==> config.mk <==
export PLATFORM = sky130hd
export DESIGN_NAME = sysex_bank_dump_parser
export DESIGN_NICKNAME = d
export VERILOG_FILES = /design/src/rtl/sbdp_pkg.sv /design/src/rtl/sysex_bank_dump_parser.sv
export SDC_FILE = /design/constraint.sdc
export NUM_CORES = 1
export LEC_CHECK = 0
export BUFFER_PORTS_ARGS = -buffer_cell sky130_fd_sc_hd__buf_4
export CORE_UTILIZATION = 55
export DETAILED_ROUTE_END_ITERATION = 12
export GPL_ROUTABILITY_DRIVEN = 0
export PLACE_DENSITY = 0.73
export SETUP_SLACK_MARGIN = 0.5
export SLEW_MARGIN = 20
export SYNTH_ARGS = -nofsm -noshare
export SYNTH_HDL_FRONTEND = slang
export SYNTH_SLANG_ARGS = --single-unit
==> constraint.sdc <==
create_clock -name clk -period 5.3 [get_ports clk]
set_input_delay 0.53 -clock clk [delete_from_list [all_inputs] [get_ports clk]]
set_output_delay 0.53 -clock clk [all_outputs]
set_load 0.03 [all_outputs]
==> src/rtl/sbdp_pkg.sv <==
// Package with constants, types and helpers for the bank dump parser.
`default_nettype none

package sbdp_pkg;

  localparam int unsigned MessagesPerBank = 16;
  localparam int unsigned TonesPerMessage = 4;

  localparam int unsigned PosW    = 9;
  localparam int unsigned CountW  = 5;
  localparam int unsigned DataW   = 8;
  localparam int unsigned ToneW   = 6;
  localparam int unsigned OffsetW = 5;
  localparam int unsigned CharW   = 7;
  localparam int unsigned OutW    = 32;

  localparam logic [PosW-1:0]   ToneStart   = PosW'(9);
  localparam logic [PosW-1:0]   ToneEnd     = PosW'(9 + TonesPerMessage * 64);
  localparam logic [PosW:0]     MessageLen  = (PosW + 1)'(10 + TonesPerMessage * 64);
  localparam logic [PosW-1:0]   PosMax      = {PosW{1'b1}};
  localparam logic [CountW-1:0] CountMax    = {CountW{1'b1}};
  localparam logic [CountW-1:0] CountTarget = CountW'(MessagesPerBank);

  localparam logic [DataW-1:0] ByteSoxStart = 8'hF0;
  localparam logic [DataW-1:0] ByteSoxEnd   = 8'hF7;
  localparam logic [DataW-1:0] ByteMaker    = 8'h41;
  localparam logic [DataW-1:0] ByteModel    = 8'h37;
  localparam logic [DataW-1:0] ByteHdr4     = 8'h23;
  localparam logic [DataW-1:0] ByteHdr5     = 8'h20;
  localparam logic [DataW-1:0] ByteHdr6     = 8'h01;
  localparam logic [DataW-1:0] ByteHdr7     = 8'h00;

  typedef enum logic [2:0] {
    ST_OK        = 3'd0,
    ST_TRUNCATED = 3'd1,
    ST_COUNT     = 3'd2,
    ST_LENGTH    = 3'd3,
    ST_MAKER     = 3'd4,
    ST_MODEL     = 3'd5,
    ST_HEADER    = 3'd6,
    ST_START     = 3'd7
  } status_t;

  typedef enum logic {
    KIND_TONE   = 1'b0,
    KIND_STATUS = 1'b1
  } kind_t;

  typedef struct packed {
    kind_t              kind;
    logic [ToneW-1:0]   tone;
    logic [OffsetW-1:0] offset;
    logic [DataW-1:0]   value;
    logic [CharW-1:0]   name_char;
    status_t            status;
    logic               last;
  } result_t;

  function automatic logic [CharW-1:0] name_ascii(input logic [5:0] code);
    logic [CharW-1:0] c;
    c = {1'b0, code};
    if (code <= 6'd25) begin
      name_ascii = 7'h41 + c;
    end else if (code <= 6'd51) begin
      name_ascii = 7'h61 + (c - 7'd26);
    end else if (code <= 6'd61) begin
      name_ascii = 7'h30 + (c - 7'd52);
    end else if (code == 6'd62) begin
      name_ascii = 7'h20;
    end else begin
      name_ascii = 7'h2D;
    end
  endfunction

endpackage

`default_nettype wire

==> src/rtl/sysex_bank_dump_parser.sv <==
// Top level of the bank dump parser: byte decode, message checks and result queue.
// Each result is registered into the result queue when its byte is accepted.
// One byte per cycle while the queue has room; a byte with two results fills two entries.
// A four-entry result queue accepts a byte whenever two entries are free.
// Reset (rst, synchronous, active high) clears the parser state and empties the queue.
`default_nettype none

module sysex_bank_dump_parser (
  input  wire logic                      clk,
  input  wire logic                      rst,
  input  wire logic                      s_axis_tvalid,
  output logic                           s_axis_tready,
  input  wire logic [sbdp_pkg::DataW-1:0] s_axis_tdata,  // data_byte
  input  wire logic                      s_axis_tlast,  // end_of_file
  output logic                           m_axis_tvalid,
  input  wire logic                      m_axis_tready,
  // tone[5:0], offset[10:6], value[18:11], name_char[25:19], status[28:26], zero
  output logic [sbdp_pkg::OutW-1:0]      m_axis_tdata,
  output logic                           m_axis_tuser,  // kind
  output logic                           m_axis_tlast   // last
);
  import sbdp_pkg::*;

  logic              inside_message, inside_message_next;
  logic [PosW-1:0]   byte_position, byte_position_next;
  logic [CountW-1:0] message_count, message_count_next;
  logic [3:0]        low_nibble, low_nibble_next;
  status_t           pending_err, pending_err_next;
  status_t           first_err, first_err_next;

  result_t    queue [4];
  logic [1:0] wr_ptr, rd_ptr;
  logic [2:0] count, count_next;

  logic       in_fire, out_fire;
  logic [7:0] b;
  logic       eof;
  logic       tone_emit;
  result_t    tone_res, status_res;
  logic [1:0] n_push;

  logic [PosW-1:0] d;
  logic [7:0]      base_tone;
  status_t         hdr_err, close_err;
  logic [7:0]      byte_val;

  assign b        = s_axis_tdata;
  assign eof      = s_axis_tlast;
  assign in_fire  = s_axis_tvalid && s_axis_tready;
  assign out_fire = m_axis_tvalid && m_axis_tready;
  assign s_axis_tready = (count <= 3'd2);
  assign m_axis_tvalid = (count != 3'd0);

  always_comb begin
    inside_message_next = inside_message;
    byte_position_next  = byte_position;
    message_count_next  = message_count;
    low_nibble_next     = low_nibble;
    pending_err_next    = pending_err;
    first_err_next      = first_err;
    tone_emit           = 1'b0;
    d         = byte_position - ToneStart;
    base_tone = 8'(message_count * TonesPerMessage);
    byte_val  = {b[3:0], low_nibble};
    hdr_err   = ST_OK;
    close_err = ST_OK;

    tone_res           = '0;
    tone_res.kind      = KIND_TONE;
    tone_res.tone      = ToneW'(base_tone + 8'(d[PosW-1:6]));
    tone_res.offset    = d[5:1];
    tone_res.value     = byte_val;
    tone_res.name_char = (d[5:1] >= 5'd21 && d[5:1] <= 5'd30) ?
                         name_ascii(byte_val[5:0]) : '0;

    if (!inside_message) begin
      if (b == ByteSoxStart) begin
        inside_message_next = 1'b1;
        byte_position_next  = PosW'(1);
        low_nibble_next     = '0;
        pending_err_next    = ST_OK;
      end
    end else if (b == ByteSoxEnd) begin
      close_err = (({1'b0, byte_position} + 10'd1) != MessageLen) ? ST_LENGTH : pending_err;
      if (close_err != ST_OK && first_err == ST_OK) begin
        first_err_next = close_err;
      end
      if (message_count < CountMax) begin
        message_count_next = message_count + CountW'(1);
      end
      inside_message_next = 1'b0;
      byte_position_next  = '0;
      pending_err_next    = ST_OK;
    end else begin
      priority if (byte_position == PosW'(1) && b != ByteMaker) hdr_err = ST_MAKER;
      else if (byte_position == PosW'(2) && b != ByteModel) hdr_err = ST_MODEL;
      else if (byte_position == PosW'(4) && b != ByteHdr4) hdr_err = ST_HEADER;
      else if (byte_position == PosW'(5) && b != ByteHdr5) hdr_err = ST_HEADER;
      else if (byte_position == PosW'(6) && b != ByteHdr6) hdr_err = ST_HEADER;
      else if (byte_position == PosW'(7) && b != ByteHdr7) hdr_err = ST_HEADER;
      else if (byte_position == PosW'(8) && b != base_tone) hdr_err = ST_START;
      else hdr_err = ST_OK;
      if (hdr_err != ST_OK && pending_err == ST_OK) begin
        pending_err_next = hdr_err;
      end
      if (byte_position >= ToneStart && byte_position < ToneEnd) begin
        if (!d[0]) begin
          low_nibble_next = b[3:0];
        end else begin
          tone_emit = 1'b1;
        end
      end
      if (byte_position < PosMax) begin
        byte_position_next = byte_position + PosW'(1);
      end
    end

    status_res      = '0;
    status_res.kind = KIND_STATUS;
    status_res.last = 1'b1;
    if (inside_message_next) begin
      status_res.status = ST_TRUNCATED;
    end else if (message_count_next != CountTarget) begin
      status_res.status = ST_COUNT;
    end else begin
      status_res.status = first_err_next;
    end

    if (eof) begin
      inside_message_next = 1'b0;
      byte_position_next  = '0;
      message_count_next  = '0;
      low_nibble_next     = '0;
      pending_err_next    = ST_OK;
      first_err_next      = ST_OK;
    end

    n_push = in_fire ? ({1'b0, tone_emit} + {1'b0, eof}) : 2'd0;
  end

  always_comb begin
    count_next = count + {1'b0, n_push} - {2'b0, out_fire};
  end

  always_ff @(posedge clk) begin
    if (rst) begin
      inside_message <= 1'b0;
      byte_position  <= '0;
      message_count  <= '0;
      low_nibble     <= '0;
      pending_err    <= ST_OK;
      first_err      <= ST_OK;
      wr_ptr         <= '0;
      rd_ptr         <= '0;
      count          <= '0;
    end else begin
      if (in_fire) begin
        inside_message <= inside_message_next;
        byte_position  <= byte_position_next;
        message_count  <= message_count_next;
        low_nibble     <= low_nibble_next;
        pending_err    <= pending_err_next;
        first_err      <= first_err_next;
      end
      wr_ptr <= wr_ptr + n_push;
      if (out_fire) begin
        rd_ptr <= rd_ptr + 2'd1;
      end
      count <= count_next;
    end
  end

  always_ff @(posedge clk) begin
    if (in_fire) begin
      if (tone_emit) begin
        queue[wr_ptr] <= tone_res;
        if (eof) begin
          queue[wr_ptr + 2'd1] <= status_res;
        end
      end else if (eof) begin
        queue[wr_ptr] <= status_res;
      end
    end
  end

  always_comb begin
    m_axis_tdata = {3'b000, queue[rd_ptr].status, queue[rd_ptr].name_char,
                    queue[rd_ptr].value, queue[rd_ptr].offset, queue[rd_ptr].tone};
    m_axis_tuser = queue[rd_ptr].kind;
    m_axis_tlast = queue[rd_ptr].last;
  end

`ifndef SYNTH
  a_count_bound: assert property (@(posedge clk) disable iff (rst) count <= 3'd4)
    else $error("result queue overflow");
  a_eof_clears: assert property (@(posedge clk) disable iff (rst)
    in_fire && eof |=> !inside_message && message_count == '0 && first_err == ST_OK)
    else $error("state not cleared after last byte");
  a_count_track: assert property (@(posedge clk) disable iff (rst)
    1'b1 |=> count == $past(count) + {1'b0, $past(n_push)} - {2'b0, $past(out_fire)})
    else $error("queue count mismatch");
  a_ptr_gap: assert property (@(posedge clk) disable iff (rst)
    wr_ptr - rd_ptr == count[1:0])
    else $error("queue pointers disagree with count");
`endif

endmodule

`default_nettype wire
Word-level counts from Yosys, hierarchy flattened
Memories as Yosys holds them, arrays and structs flattened. A register that Yosys moved wholly into a read port is not among the register bits.
Cells that the tools add are included.
{"block": "word_totals", "reg_bits": 32, "output_inout_bits": 36, "elab_cells": 146, "n_memories": 1, "input_bits": 13, "ram_bits": 124}
{"memory": "queue", "depth": 4, "width": 31, "read_ports": 1, "rd_clocked_by_memory_dff": 1, "wr": 2, "line_no": "sysex_bank_dump_parser.sv:31", "rtl": "result_t queue [4];"}
{"block": "op_classes", "n_reduce_logical": 23, "n_bitwise": 1, "order_cmp": 10, "addsub": 16, "eq_ne": 23, "muxes": 63}
{"operator": "$mux 3", "n": 21}
{"operator": "$mux 9", "n": 5}
{"operator": "$eq 9x3->1 const B", "n": 4}
{"operator": "$mux 31", "n": 1}
{"operator": "$mux 4", "n": 7}
{"operator": "$mux 7", "n": 4}
{"operator": "$ne 8x6->1 const B", "n": 3}
{"operator": "$mux 5", "n": 4}
{"operator": "$lt 9x9->1 const B", "n": 2}
{"operator": "$mux 1", "n": 18}
{"operator": "$eq 8x8->1 const B", "n": 2}
{"operator": "$logic_and 1x1->1", "n": 13}
{"operator": "$le 6x6->1 const B", "n": 2}
{"operator": "$reduce_bool 3->1", "n": 4}
{"operator": "$add 9x1->10 const B", "n": 1}
{"operator": "$ne 10x9->1 const B", "n": 1}
{"operator": "$add 9x1->9 const B", "n": 1}
{"operator": "$eq 9x1->1 const B", "n": 1}
{"operator": "$eq 9x2->1 const B", "n": 1}
{"operator": "$eq 9x4->1 const B", "n": 1}
{"operator": "$ge 9x4->1 const B", "n": 1}
{"operator": "$sub 9x4->9 const B", "n": 1}
{"operator": "$ne 4x2->1 const B", "n": 2}
{"operator": "$ne 8x1->1 const B", "n": 1}
{"operator": "29 further kinds", "n": 35}

Longest topological paths before layout
Gate-level depths: netlist of the first run.
{"block": "logic_depth", "depth_word": 17, "ltp_mapped": 15, "mapped_depth_nobuf": 14}

Worst setup path before layout of the first run
Ideal clock, no wire load.
{"block": "synth_path", "path_type": "reg2reg", "startpoint": "register byte_position[7]", "endpoint": "register count[2]", "t_required_ns": 5.172, "arrival_time_ns": 3.354, "synth_period_minus_slack_ns": 3.482, "path_slack_ns": 1.818, "path_buffers": 1, "path_stages_with_launch": 14, "setup_ns": 0.128, "path_cell_list": "dfxtp_1 buf_6 or4_4 or4_4 and2_1 nand3_1 ha_1 or3_1 ha_1 inv_1 ha_1 fa_1 xnor2_1 nor2_1"}
{"block": "synth_via", "elab_chain_len": 9, "elab_cells_between_ends": 10, "cone_classes": "add/sub (3); order compare (2); mux (4); reduce/logical (1)"}
{"element": "from (decl)", "line_no": "sysex_bank_dump_parser.sv:25", "rtl": "logic [PosW-1:0] byte_position, byte_position_next;"}
{"element": "from (signal assigned)", "line_no": "sysex_bank_dump_parser.sv:159", "rtl": "byte_position <= byte_position_next;"}
{"element": "$ge 9x4->1 or $lt 9x9->1 (tied branches)", "line_no": "sysex_bank_dump_parser.sv:106", "rtl": "if (byte_position >= ToneStart && byte_position < ToneEnd) begin"}
{"element": "$logic_and 1x1->1 *", "line_no": "sysex_bank_dump_parser.sv:106"}
{"element": "$mux 1 *", "line_no": "sysex_bank_dump_parser.sv:106"}
{"element": "$mux 1 *", "line_no": "sysex_bank_dump_parser.sv:83", "rtl": "end else if (b == ByteSoxEnd) begin"}
{"element": "$mux 1 *", "line_no": "sysex_bank_dump_parser.sv:76", "rtl": "if (!inside_message) begin"}
{"element": "$add 1x1->2 *", "line_no": "sysex_bank_dump_parser.sv:138", "rtl": "n_push = in_fire ? ({1'b0, tone_emit} + {1'b0, eof}) : 2'd0;"}
{"element": "$mux 2 *", "line_no": "sysex_bank_dump_parser.sv:138"}
{"element": "$add 3x2->3 *", "line_no": "sysex_bank_dump_parser.sv:142", "rtl": "count_next = count + {1'b0, n_push} - {2'b0, out_fire};"}
{"element": "$sub 3x1->3 *", "line_no": "sysex_bank_dump_parser.sv:142"}
{"element": "to (signal assigned)", "line_no": "sysex_bank_dump_parser.sv:169", "rtl": "count <= count_next;"}
{"element": "to (decl)", "line_no": "sysex_bank_dump_parser.sv:33", "rtl": "logic [2:0] count, count_next;"}
Every way passes the cells marked *; elsewhere a longest branch is shown, timed or not.
A chain may end at the register's enable or synchronous reset.

==> results of run 1 <==
synthesized netlist by cell type (all sizes together), types with 5 or more instances:
| library cell | number |
|---|---|
| nand2b | 7 |
| or3 | 10 |
| xor2 | 8 |
| buf | 33 |
| nand2 | 171 |
| mux2 | 5 |
| and3 | 13 |
| a21oi | 106 |
| nor2b | 7 |
| inv | 26 |
| mux2i | 14 |
| o21ai | 22 |
| a31o | 5 |
| clkbuf | 48 |
| mux4 | 30 |
| dfxtp | 142 |
| or2 | 6 |
| and2 | 6 |
| o21a | 5 |
| nand3 | 68 |
| a41oi | 6 |
| a2111oi | 5 |
| or4 | 5 |
| nor2 | 41 |
| nor3 | 28 |
| ha | 22 |
| a211oi | 10 |
| a21o | 10 |
| a31oi | 8 |
| nor4 | 10 |
| edfxtp | 12 |
| xnor2 | 15 |
sequential cells by signal, summed over array words and instances, names as in the netlist, named ones only:
name and cells:
queue 120, byte_position 9, message_count 5, low_nibble 4, count 3, first_err 3, pending_err 3, rd_ptr 2
wr_ptr 2, inside_message 1
metrics by stage:
step	area [um^2]	std cells
after floorplan	8240	958
after global placement	8530	1118
after detailed placement	8530	1118
after CTS	9140	1150
after global routing	9140	1150
final	9140	1150
layer usage:
layer  global-route usage [%]  part of all wire (%)
met5                        0                     0
met4                     9.50                   1.7
met3                     5.63                   6.8
met2                     44.9                    48
met1                     37.4                    44
critical path, cell delays in order, from the launching register on:
cell       delay, ps
dfxtp_1          520
inv_1            170
ha_1             270
and3b_1          190
or4_4            450
and2_1           160
nand3_1           90
ha_1             250
a41o_1           240
nand3_2          650
a2111oi_0        570
a31o_2           170
logic make-up (layout without fill, tap and decap cells):
logic type	after synthesis	in the layout
AO/OA/AOI/OAI	211	211
XOR/XNOR	23	23
adder cells (fa/ha/maj)	23	23
buffers and inverters	107	115
flip-flops	154	154
multiplexers	49	49
other	1	3
AND/OR/NAND/NOR	388	388
power groups by stage:
stage / sequential, uW / clock (uW) / combinational [uW]
floorplan: 1520 / 0 / 950
global placement: 1610 / 0 / 1220
detailed placement: 1610 / 0 / 1240
CTS: 1590 / 1260 / 1240
global route: 1620 / 1310 / 1330
finish: 1590 / 1250 / 1230
how the worst max path moves through the flow:
| stage | start | endpoint | slack, ps | cells after the start |
|---|---|---|---|---|
| finish | byte_position[1] | queue[2][10] | 1530 | 11 |
| global route | byte_position[1] | queue[2][10] | 1240 | 11 |
| CTS | byte_position[1] | queue[1][10] | 1570 | 11 |
| detailed placement | byte_position[1] | queue[1][10] | 1620 | 11 |
| global placement | byte_position[4] | count[2] | 1680 | 12 |
| floorplan | byte_position[7] | count[2] | 1820 | 13 |
final cells by class:
cell class / count / area [um^2]
Sequential cell: 154 / 3200
Multi-Input combinational cell: 697 / 4570
Clock buffer: 21 / 460
Tap cell: 184 / 230
Fill cell: 1249 / 5450
Inverter: 26 / 97.6
Clock inverter: 11 / 144
Timing Repair Buffer: 57 / 428
==> results.md, run 1 <==
Floorplan:
- The initialized floorplan defines 44 standard-cell rows.
- The floorplan step set the die width to 124 um.
- The core outline area is 0.0146 mm^2.
- The number of top-level pins is 49.
- Measured along the y axis, the die boundary spans 124 um.
- For this configuration, the core starts out at a cell density of 56.4%.
- The die covers 0.0155 mm^2.

STA:
- The actual transition at the worst max-transition pin is 1050 ps.
- In the final timing run, aggregate negative setup slack is 0 ps.
- Setup repair after global routing left no endpoint under its margin.
- The worst path in the final design needs a cycle of 3770 ps, including I/O delays and setup.
- The hold violation count in the final report is 0.
- In the finished design, the share of the clock period the worst path needs comes to 71.2%.
- Across all hold checks on the routed design, the worst slack comes to 430 ps.
- The fmax is 265 MHz.
- Setup violations remaining at the end of the flow were counted as 0.
- The post-route worst setup slack is 1530 ps.
- The final max-slew violation count was 0.
- The largest clock skew in the final design is 11.2 ps.
- The normalized max-slew margin is 30.1%.

Logic synthesis:
- The cell taking the most area after synthesis is dfxtp_1.
- Counting flops with a built-in enable in the synthesized netlist gives 12.
- After Yosys synthesis, full adders, half adders and majority gates account for 3.59% of the synthesized area.
- The instance count of the mapped netlist is 956.
- After synthesis, the largest family of logic cells by area is simple AND/OR/NAND/NOR gates.
- For this run, the register share of the synthesized area comes to 38.9%.
- The synthesized netlist devotes 16.2% of its cell area to compound gates.
- Sorting the synthesized cells by area gives the leading types as dfxtp_1 35%, mux4_2 8.2%, nand2_1 7.8%.
- The portion of synthesized area spent on multiplexers is 10.6%.
- For this run, asynchronously set or reset flops after synthesis account for 0%.
- The synthesized netlist devotes 2.45% of its cell area to XOR and XNOR gates.
- The count of yosys warnings during synthesis is 0.
- After Yosys synthesis, and, or, nand and nor cells account for 22.3% of the synthesized area.
- The number of synthesized register bits is 154.
- The cell area after technology mapping is 0.00823 mm^2.
- The fraction of synthesized cell area taken by the top area cell type is 34.5%.
- The leading register cell type out of synthesis is dfxtp_1.
- The count of cell types in the netlist is 69.
- The mean cell area of the mapped netlist is 8.61 um^2.

Cells and area:
- The top cell types in the final layout, fill and taps aside, are 171 x nand2_1, 141 x dfxtp_1, 105 x a21oi_1, 65 x nand3_1, 57 x buf_4.
- The layout-stage area growth over the synthesis result is 11.0%.
- The final layout contains 989 nets.
- Measured on the finished design, the core utilization comes to 62.6%.
- In the final layout, the share of cells above drive strength 1 is 15.2%.
- The leading cell type in the layout, fill and taps excluded is nand2_1.
- The number of antenna diodes in the final layout is 0.

Clock tree:
- The CTS tree is built.
- In this run, post-CTS repair resized a total of 0 instances.
- The number of post-CTS setup repair buffers is 0.
- The maximum root-to-sink buffer count is 2.
- The CTS H-tree depth is 4.
- The clock slew at the register clock pins of the worst setup and hold paths is 70 ps.
- The number of buffers created by CTS is 17.
- The number of buffers added to fix hold violations after cts is 0.
- The root buffer cell chosen for the clock tree is clkbuf_16.
- The later pin in the worst-skew pair is clocked with a latency of 440 ps.
- The clock drives 154 sinks.

Worst setup path:
- The worst setup path is launched from a flip-flop.
- STA puts the critical path data required time at 5690 ps.
- Along the worst path, the maximum fanout reaches 32.
- The worst endpoint data arrival time is 4160 ps.
- The launch instance of the worst register-to-register path is byte_position[1].
- The setup check on the worst reg-to-reg path leaves a slack of 1530 ps.
- The worst register-to-register path has a depth of 11.
- The critical path is of the reg -> reg type.
- In this run the critical register-to-register path is captured at queue[2][10].
- The kind of end point of the critical path is a flip-flop.

Power:
- The switching part of the total power is 33.1%.
- Across the VDD grid, the largest voltage drop is 0.253 mV.
- The part of the total power dissipated in the clock network is 30.7%.
- Combinational logic burns 30.3% of the power.
- Cell internal power was estimated by the tool at 2720 uW.
- The power density over cell area is 446 mW/mm^2.
- The leakage power figure is 0.00354 uW.
- The power spent charging and discharging nets is 1350 uW.
- Summing internal, switching and leakage power gives 4070 uW.
- Sequential cells account for 39.0% of the total power.

Routing:
- The average routed wire per standard cell is 18.3 um.
- The detail route stage leaves a number of antenna-violating nets equal to 0.
- The number of vias after detailed routing is 7,127.
- The post-detailed-route DRC marker count is 0.
- The first detailed-routing pass ran for 5 iterations.
- In this run, the number of DRC markers left after iteration 0 of detailed routing was 540.
- The final wirelength is 21.1 mm.
- The per-cell via count in the routed design is 6.20.

Global routing:
- The first-pass GRT wire length is 34.4 mm.
- The number of global-route vias before repair came to 6,587.
- Entering global routing, the biggest net connects 41 pins.
- Summed over all layers, the global routing overflow is 0.
- The number of antenna violations at the first check in global routing is 0.
- The aggregate global-route resource usage is 27.9%.

Placed design:
- The final HPWL from detailed placement is 14.0 mm.
- The number of buffers added on ports is 45.
- OpenSTA, run right after detailed placement, puts the worst setup slack at 1620 ps.

Hold path:
- The type of the worst min-delay path is in -> reg.
- Counting instances, the worst hold path has a depth of 3.
- The worst hold endpoint is queue[2][18].
- The launch instance of the worst min-delay path is s_axis_tdata[3].

Status:
- The run finished with clean final reports.

Flow run:
- The max capacitance violation total is 0.
Note: power is estimated with default switching activity, not from simulation.
==> inputs of run 2 (changes only) <==
--- a/config.mk
+++ b/config.mk
@@ -9,7 +9,7 @@
 export CORE_UTILIZATION = 55
 export DETAILED_ROUTE_END_ITERATION = 12
 export GPL_ROUTABILITY_DRIVEN = 0
-export PLACE_DENSITY = 0.73
+export PLACE_DENSITY = 0.76
 export SETUP_SLACK_MARGIN = 0.5
 export SLEW_MARGIN = 20
 export SYNTH_ARGS = -nofsm -noshare
==> constraint.sdc (replaced) <==
create_clock -name clk -period 3.44 [get_ports clk]
set_input_delay 0.344 -clock clk [delete_from_list [all_inputs] [get_ports clk]]
set_output_delay 0.344 -clock clk [all_outputs]
set_load 0.03 [all_outputs]
==> run 2 against run 1 <==
Via count up 4.7%. First-iteration DRC count is 52% higher. Sequential share of layout area fell by 1.9 points.
==> results.md, run 2 (same netlist as run 1, synthesis figures left out) <==
Cells and area:
- Of the cells placed in the final design, the portion with a size suffix greater than 1 is 21.2%.
- Ranked by flip-flop count, first place goes to queue.
- The register with the most flip-flops in the layout has 120 of them.
- The antenna diode instance count is 0.
- The leading cell type in the layout, fill and taps excluded is nand2_1.
- The finished layout holds 1,184 standard cells, fillers aside.
- In the final design database the tool counted 1,023 nets.
- The top cell types in the final layout, fill and taps aside, are 170 x nand2_1, 138 x dfxtp_1, 103 x a21oi_1, 89 x buf_4, 64 x nand3_1.
- The layout-stage area growth over the synthesis result is 17.5%.
- The largest registers in the layout are queue x120, byte_position x9, message_count x5.

STA:
- The post-route clock period utilization is 94.1%.
- The largest clock skew in the final design is 7.90 ps.
- The hold violation count in the final report is 0.
- Setup repair after global routing could not meet its margin everywhere.
- The actual transition at the worst max-transition pin is 887 ps.
- The final max-slew violation count is 0.
- The normalized max-slew margin is 40.8%.
- The fmax is 309 MHz.
- The final total negative setup slack is 0 ps.
- The post-layout minimum cycle time is 3240 ps.
- Setup violations remaining at the end of the flow were counted as 0.

Global routing:
- Summed over all layers, the global routing overflow is 0.
- The number of global-route vias before repair came to 7,145.
- The aggregate global-route resource usage is 29.7%.
- The maximum number of pins on one net before global-route repair is 41.
- The number of antenna violations at the first check in global routing is 0.
- The first global-routing pass estimated 36.6 mm of wire.

Clock tree:
- The clock tree synthesis step divided the H-tree into 4 levels.
- The clock slew at the register clock pins of the worst setup and hold paths is 60 ps.
- The insertion delay to the later sink of the worst-skew pair is 430 ps.
- The sink count of the clock tree is 154.
- The clock passes through at most 2 buffers.
- The CTS tree is built.
- The buffer cell driving the clock tree root is clkbuf_16.
- The number of buffers created by CTS is 17.

Worst setup path:
- The kind of end point of the critical path is a flip-flop.
- STA puts the critical path data arrival time at 3600 ps.
- The kind of start point of the critical path is a flip-flop.
- For flop-to-flop paths, the worst setup slack is 200 ps.
- The required time at the endpoint of the critical path is 3810 ps.
- Of all nets on the critical path, the largest fanout is 2.
- The critical path in this run is classified as reg -> reg.
- The capture point of the worst reg-to-reg path is count[1].
- The critical path ends at count[1].
- In this run the worst setup path begins at byte_position[6].
- The worst-case reg-to-reg path depth is 11.
- In this run the critical register-to-register path is launched from byte_position[6].

Power:
- IR analysis of the VDD net gives a maximum drop of 0.369 mV.
- Dividing total power by cell area gives a power density of 657 mW/mm^2.
- The leakage power figure is 0.00374 uW.

Routing:
- The count of nets left with antenna violations after detail routing is 0.
- The average routed wire per standard cell is 19.2 um.
- The per-cell via count in the routed design is 6.30.
- Wires add up to 22.7 mm.
- The first detailed-routing pass ran for 5 iterations.
- In the routed design, unresolved DRC markers number 0.
- The detailed router finished its first iteration with 820 violations.
- The number of vias after detailed routing is 7,465.

Flow run:
- The max capacitance violation total is 0.

Placed design:
- The final HPWL from detailed placement is 14.5 mm.
- The count of buffers added on input and output ports is 45.
- The total placed cells including tap cells is 1,143.

Floorplan:
- The floorplan step defined a core boundary enclosing 0.0146 mm^2.
- The floorplan step set the die height to 124 um.
- The number of top-level pins is 49.
- The die boundary width is 124 um.
- The number of placement rows is 44.
- The total die area is 0.0155 mm^2.
- The initial utilization of the core area, before any placement, comes to 56.4%.

Hold path:
- The type of the worst min-delay path is in -> reg.

Status:
- The flow ran to the end, and the final reports show no timing, DRC or antenna violations.
==> run 2: critical path, cell delays in order, from the launching register on <==
cell     delay, ps
dfxtp_2        320
or4_4          530
or4_4          440
and2_4         160
nand3_4         90
ha_4           200
or3_4          360
ha_4           280
inv_2           40
ha_4           150
fa_2           500
nor2b_1        110
==> run 2: final cells by class <==
class | instances | area, um^2
clock buffer | 26 | 499
sequential | 154 | 3210
fill | 1174 | 4920
tap | 184 | 230
multi-input combinational | 698 | 4860
timing repair buffer | 90 | 679
clock inverter | 6 | 86.3
inverter | 26 | 100
==> run 2: worst min-delay path by stage <==
stage	start	end	slack, ps	cells past startpoint
floorplan	queue[2][0]	queue[2][0]	420	2
global placement	queue[2][0]	queue[2][0]	430	2
detailed placement	queue[2][0]	queue[2][0]	440	2
CTS	s_axis_tdata[2]	queue[3][17]	240	3
global route	s_axis_tdata[3]	queue[1][18]	250	3
finish	s_axis_tdata[2]	queue[3][17]	250	3
==> run 2: layer usage <==
layer | vias to the layer above | global-route usage [%] | wire length, um
met3 | 42 | 5.54 | 1400
met4 | 0 | 9.78 | 424
met5 | - | 0 | 0
met2 | 314 | 49.3 | 11100
met1 | 3621 | 38.8 | 9790
li1 | 3488 | - | -
==> run 2: timing repair <==
action | 4_1_cts | 5_1_grt
hold buffers | 0 | 0
setup endpoints to repair | 120 | 122
resized for setup | 34 | 20
cloned | 1 | 0
pin swaps | 7 | 5
buffers inserted | 6 | 2
==> run 2: power breakdown <==
group	internal [uW]	switching, uW	total (uW)
registers	2180	284	2470
logic	904	1110	2010
clock network	1150	728	1870
total	4230	2120	6350
==> run 2: through the flow <==
step	cell area, um^2	hold WS [ps]	power [uW]	util, %	setup WS (ps)
global route	9670	249	6640	66.3	134
CTS	9550	243	6330	65.4	156
finish	9670	247	6350	66.3	202
global placement	8730	428	4360	59.9	121
detailed placement	8730	441	4400	59.9	42.9
floorplan	8260	418	3810	-	165
==> inputs of run 3 (changes only) <==
--- a/config.mk
+++ b/config.mk
@@ -5,11 +5,11 @@
 export SDC_FILE = /design/constraint.sdc
 export NUM_CORES = 1
 export LEC_CHECK = 0
-export BUFFER_PORTS_ARGS = -buffer_cell sky130_fd_sc_hd__buf_4
+export BUFFER_PORTS_ARGS = -buffer_cell sky130_fd_sc_hd__buf_2
 export CORE_UTILIZATION = 55
 export DETAILED_ROUTE_END_ITERATION = 12
 export GPL_ROUTABILITY_DRIVEN = 0
-export PLACE_DENSITY = 0.76
+export PLACE_DENSITY = 0.73
 export SETUP_SLACK_MARGIN = 0.5
 export SLEW_MARGIN = 20
 export SYNTH_ARGS = -nofsm -noshare
==> constraint.sdc (replaced) <==
create_clock -name clk -period 3.5 [get_ports clk]
set_input_delay 0.35 -clock clk [delete_from_list [all_inputs] [get_ports clk]]
set_output_delay 0.35 -clock clk [all_outputs]
set_load 0.03 [all_outputs]
==> run 3 against run 2 <==
Via count is 0.96% lower. Count of clock-buffer cells in the layout is 6 lower. Utilization is 0.75 points lower. Final area is 1.1% lower. Cell count is 0.93% higher. Sequential power is 3% lower. Register-to-register slack better by 60 ps. Critical endpoint unchanged. Largest cell class unchanged.
==> results.md, run 3 (same netlist as run 1, synthesis figures left out) <==
Clock tree:
- The number of buffers created by CTS is 17.
- In this run the number of H-tree levels came out at 4.
- The CTS tree is built.
- The sink count of the clock tree is 154.
- CTS placed an instance of clkbuf_16 at the clock tree root.
- The clock slew at the register clock pins of the worst setup and hold paths is 70 ps.
- The later pin in the worst-skew pair is clocked with a latency of 430 ps.
- No sink is reached through more buffers than the 2 on the longest clock path.

Routing:
- The final wirelength is 22.3 mm.
- Detailed routing inserted a total of 7,393 vias.
- In the routed layout, each cell is associated on average with a via count of 6.19.
- The post-detailed-route DRC marker count is 0.
- In this run, the number of DRC markers left after iteration 0 of detailed routing was 856.
- The count of nets left with antenna violations after detail routing is 0.
- In the final routed layout, each cell accounts on average for 18.7 um.
- The first detailed-routing pass took 9 iterations.

Worst setup path:
- Walking the worst path, the cells encountered are or4_4 > or4_4 > and2_4 > nand3_4 > ha_4 > or3_4 > ha_4 > inv_2 > ha_4 > fa_2 > nor2b_1.
- The master of the slowest instance on the critical path is or4_4.
- The buffer and inverter count on the worst path is 1.
- The kind of end point of the critical path is a flip-flop.
- For the worst setup path, the data required time is 3860 ps.
- The critical path is of the reg -> reg type.
- Broken down by cell family, the worst path's largest delay share belongs to simple AND/OR/NAND/NOR gates.
- The kind of start point of the critical path is a flip-flop.
- In this run the worst path has a maximum fanout of 2.
- The stage delay of the slowest cell on the critical path is 540 ps.
- The most frequent cell on the critical path is ha_4.
- The worst endpoint data arrival time is 3600 ps.

Cells and area:
- The layout-stage area growth over the synthesis result is 16.1%.
- The repair_antennas step left the layout with diodes totalling 0.
- In the final layout, the share of cells above drive strength 1 is 21.7%.
- In the final layout, the registers with the most flip-flops are queue x120, byte_position x9, message_count x5.
- The most flop-heavy register is queue.
- Leaving out fill and tap cells, the most frequent cell in the layout is nand2_1.
- In the layout the commonest cells are 171 x nand2_1, 138 x dfxtp_1, 103 x a21oi_1, 64 x nand3_1, 54 x buf_4.
- The number of flip-flops under the largest register name is 120.
- The final net count is 1,034.

Power:
- The internal power of the cells totals 4100 uW.
- The leakage power figure is 0.00375 uW.
- The switching part of the total power is 33.9%.
- The part of the total power dissipated in the clock network is 31.4%.
- The power density over cell area is 648 mW/mm^2.
- The sequential power share is 38.7%.
- Total power for the finished layout comes to 6190 uW.
- The combinational share of power is 29.8%.
- The worst vdd rail ir drop is 0.387 mV.
- Summed over all nets, the switching power comes to 2100 uW.

Floorplan:
- The region available for standard cell placement spans 0.0146 mm^2.
- The floorplan has 44 rows.
- In this run the horizontal extent of the chip is 124 um.
- The floorplan step set the die height to 124 um.
- Pin placement for this block handled 49 I/O pins.
- The initial cell density of the core is 56.4%.
- The floorplan step defined a die boundary enclosing 0.0155 mm^2.

Hold path:
- In this run the worst hold path is classified as in -> reg.

STA:
- The normalized max-slew margin is 43.8%.
- The final max-slew violation count was 0.
- For the finished layout, the period the worst path requires is 3230 ps.
- For the pin with the worst max-slew slack, the measured transition is 840 ps.
- The final total negative setup slack is 0 ps.
- Timing would allow up to 309 MHz.
- Setup violations remaining at the end of the flow were counted as 0.
- The hold violation count in the final report is 0.
- The largest clock skew in the final design is 11.9 ps.
- The post-route clock period utilization is 92.4%.
- Hold timing on the final database bottoms out at a slack of 280 ps.
- Setup repair after global routing could not meet its margin everywhere.

Global routing:
- The number of antenna violations at the first check in global routing came to 0.
- The residual overflow from global routing is 0.
- The maximum number of pins on one net before global-route repair is 41.
- The first-pass GRT wire length is 36.3 mm.
- The number of global-route vias before repair was 6,914.
- Global routing used 29.5% of the available tracks.

Status:
- The run finished with clean final reports.

Flow run:
- The tool flagged a number of max-cap violations equal to 0.

Placed design:
- The final HPWL from detailed placement is 14.4 mm.
- The count of buffers added on input and output ports is 45.
[run 3: cell count changes in the layout (fill, tap and decap cells not counted), sizes merged]
| cell | change |
|---|---|
| clkinv | +1 |
| inv | +1 |
| bufinv | +1 |
| clkbuf | -6 |
| buf | +11 |
| clkinvlp | +3 |
[run 3: path summary, 6_finish.rpt]
path	depth (start not counted)	slack [ps]	start	end
min	3	280	s_axis_tdata[2]	queue[2][17]
max	11	270	byte_position[5]	count[1]
min reg2reg	2	450	queue[3][19]	queue[3][19]
max reg2reg	11	270	byte_position[5]	count[1]
[run 3: worst register-to-register path: cells and delay by family (launching register included)]
family	cells	cell delay, ps
buffers and inverters	1	40
AND/OR/NAND/NOR	6	1690
flip-flops	1	320
adder cells (fa/ha/maj)	4	1130
[run 3: cell type report]
cell class              count  area [um^2]
fillers                  1206         5030
clock inverters            12          164
multi-input cells         698         4740
clock buffers              20          458
inverters                  26         97.6
flip-flops and latches    154         3210
well taps                 184          230
repair buffers            101          653
[run 3: repair_timing]
item	4_1_cts	5_1_grt
endpoints found under the setup margin	59	55
pin swaps	1	3
endpoints found under the hold margin	0	0
hold buffers	0	0
cloned	1	0
setup buffers	7	9
resized for setup	15	15
[run 3: power groups by stage]
| stage | clock (uW) | sequential (uW) | combinational (uW) |
|---|---|---|---|
| 2_1_floorplan | 0 | 2300 | 1440 |
| 3_3_place_gp | 0 | 2430 | 1730 |
| 3_5_place_dp | 0 | 2430 | 1750 |
| 4_1_cts | 1960 | 2400 | 1800 |
| 5_1_grt | 2020 | 2450 | 1980 |
| 6_report | 1950 | 2400 | 1850 |
[run 3: layer usage]
| metal | GRT usage (%) | wire length, um |
|---|---|---|
| met1 | 41.1 | 9710 |
| met2 | 45.4 | 10400 |
| met3 | 5.41 | 1750 |
| met4 | 11.2 | 454 |
| met5 | 0 | 0 |
[run 3: through the flow]
step	instance area (um^2)	setup slack (ps)	instances	utilization, %
finish	9560	265	1195	65.5
CTS	9420	235	1186	64.5
global placement	8640	117	1146	59.2
floorplan	8250	225	958	-
global route	9560	185	1195	65.5
detailed placement	8640	95.9	1146	59.2
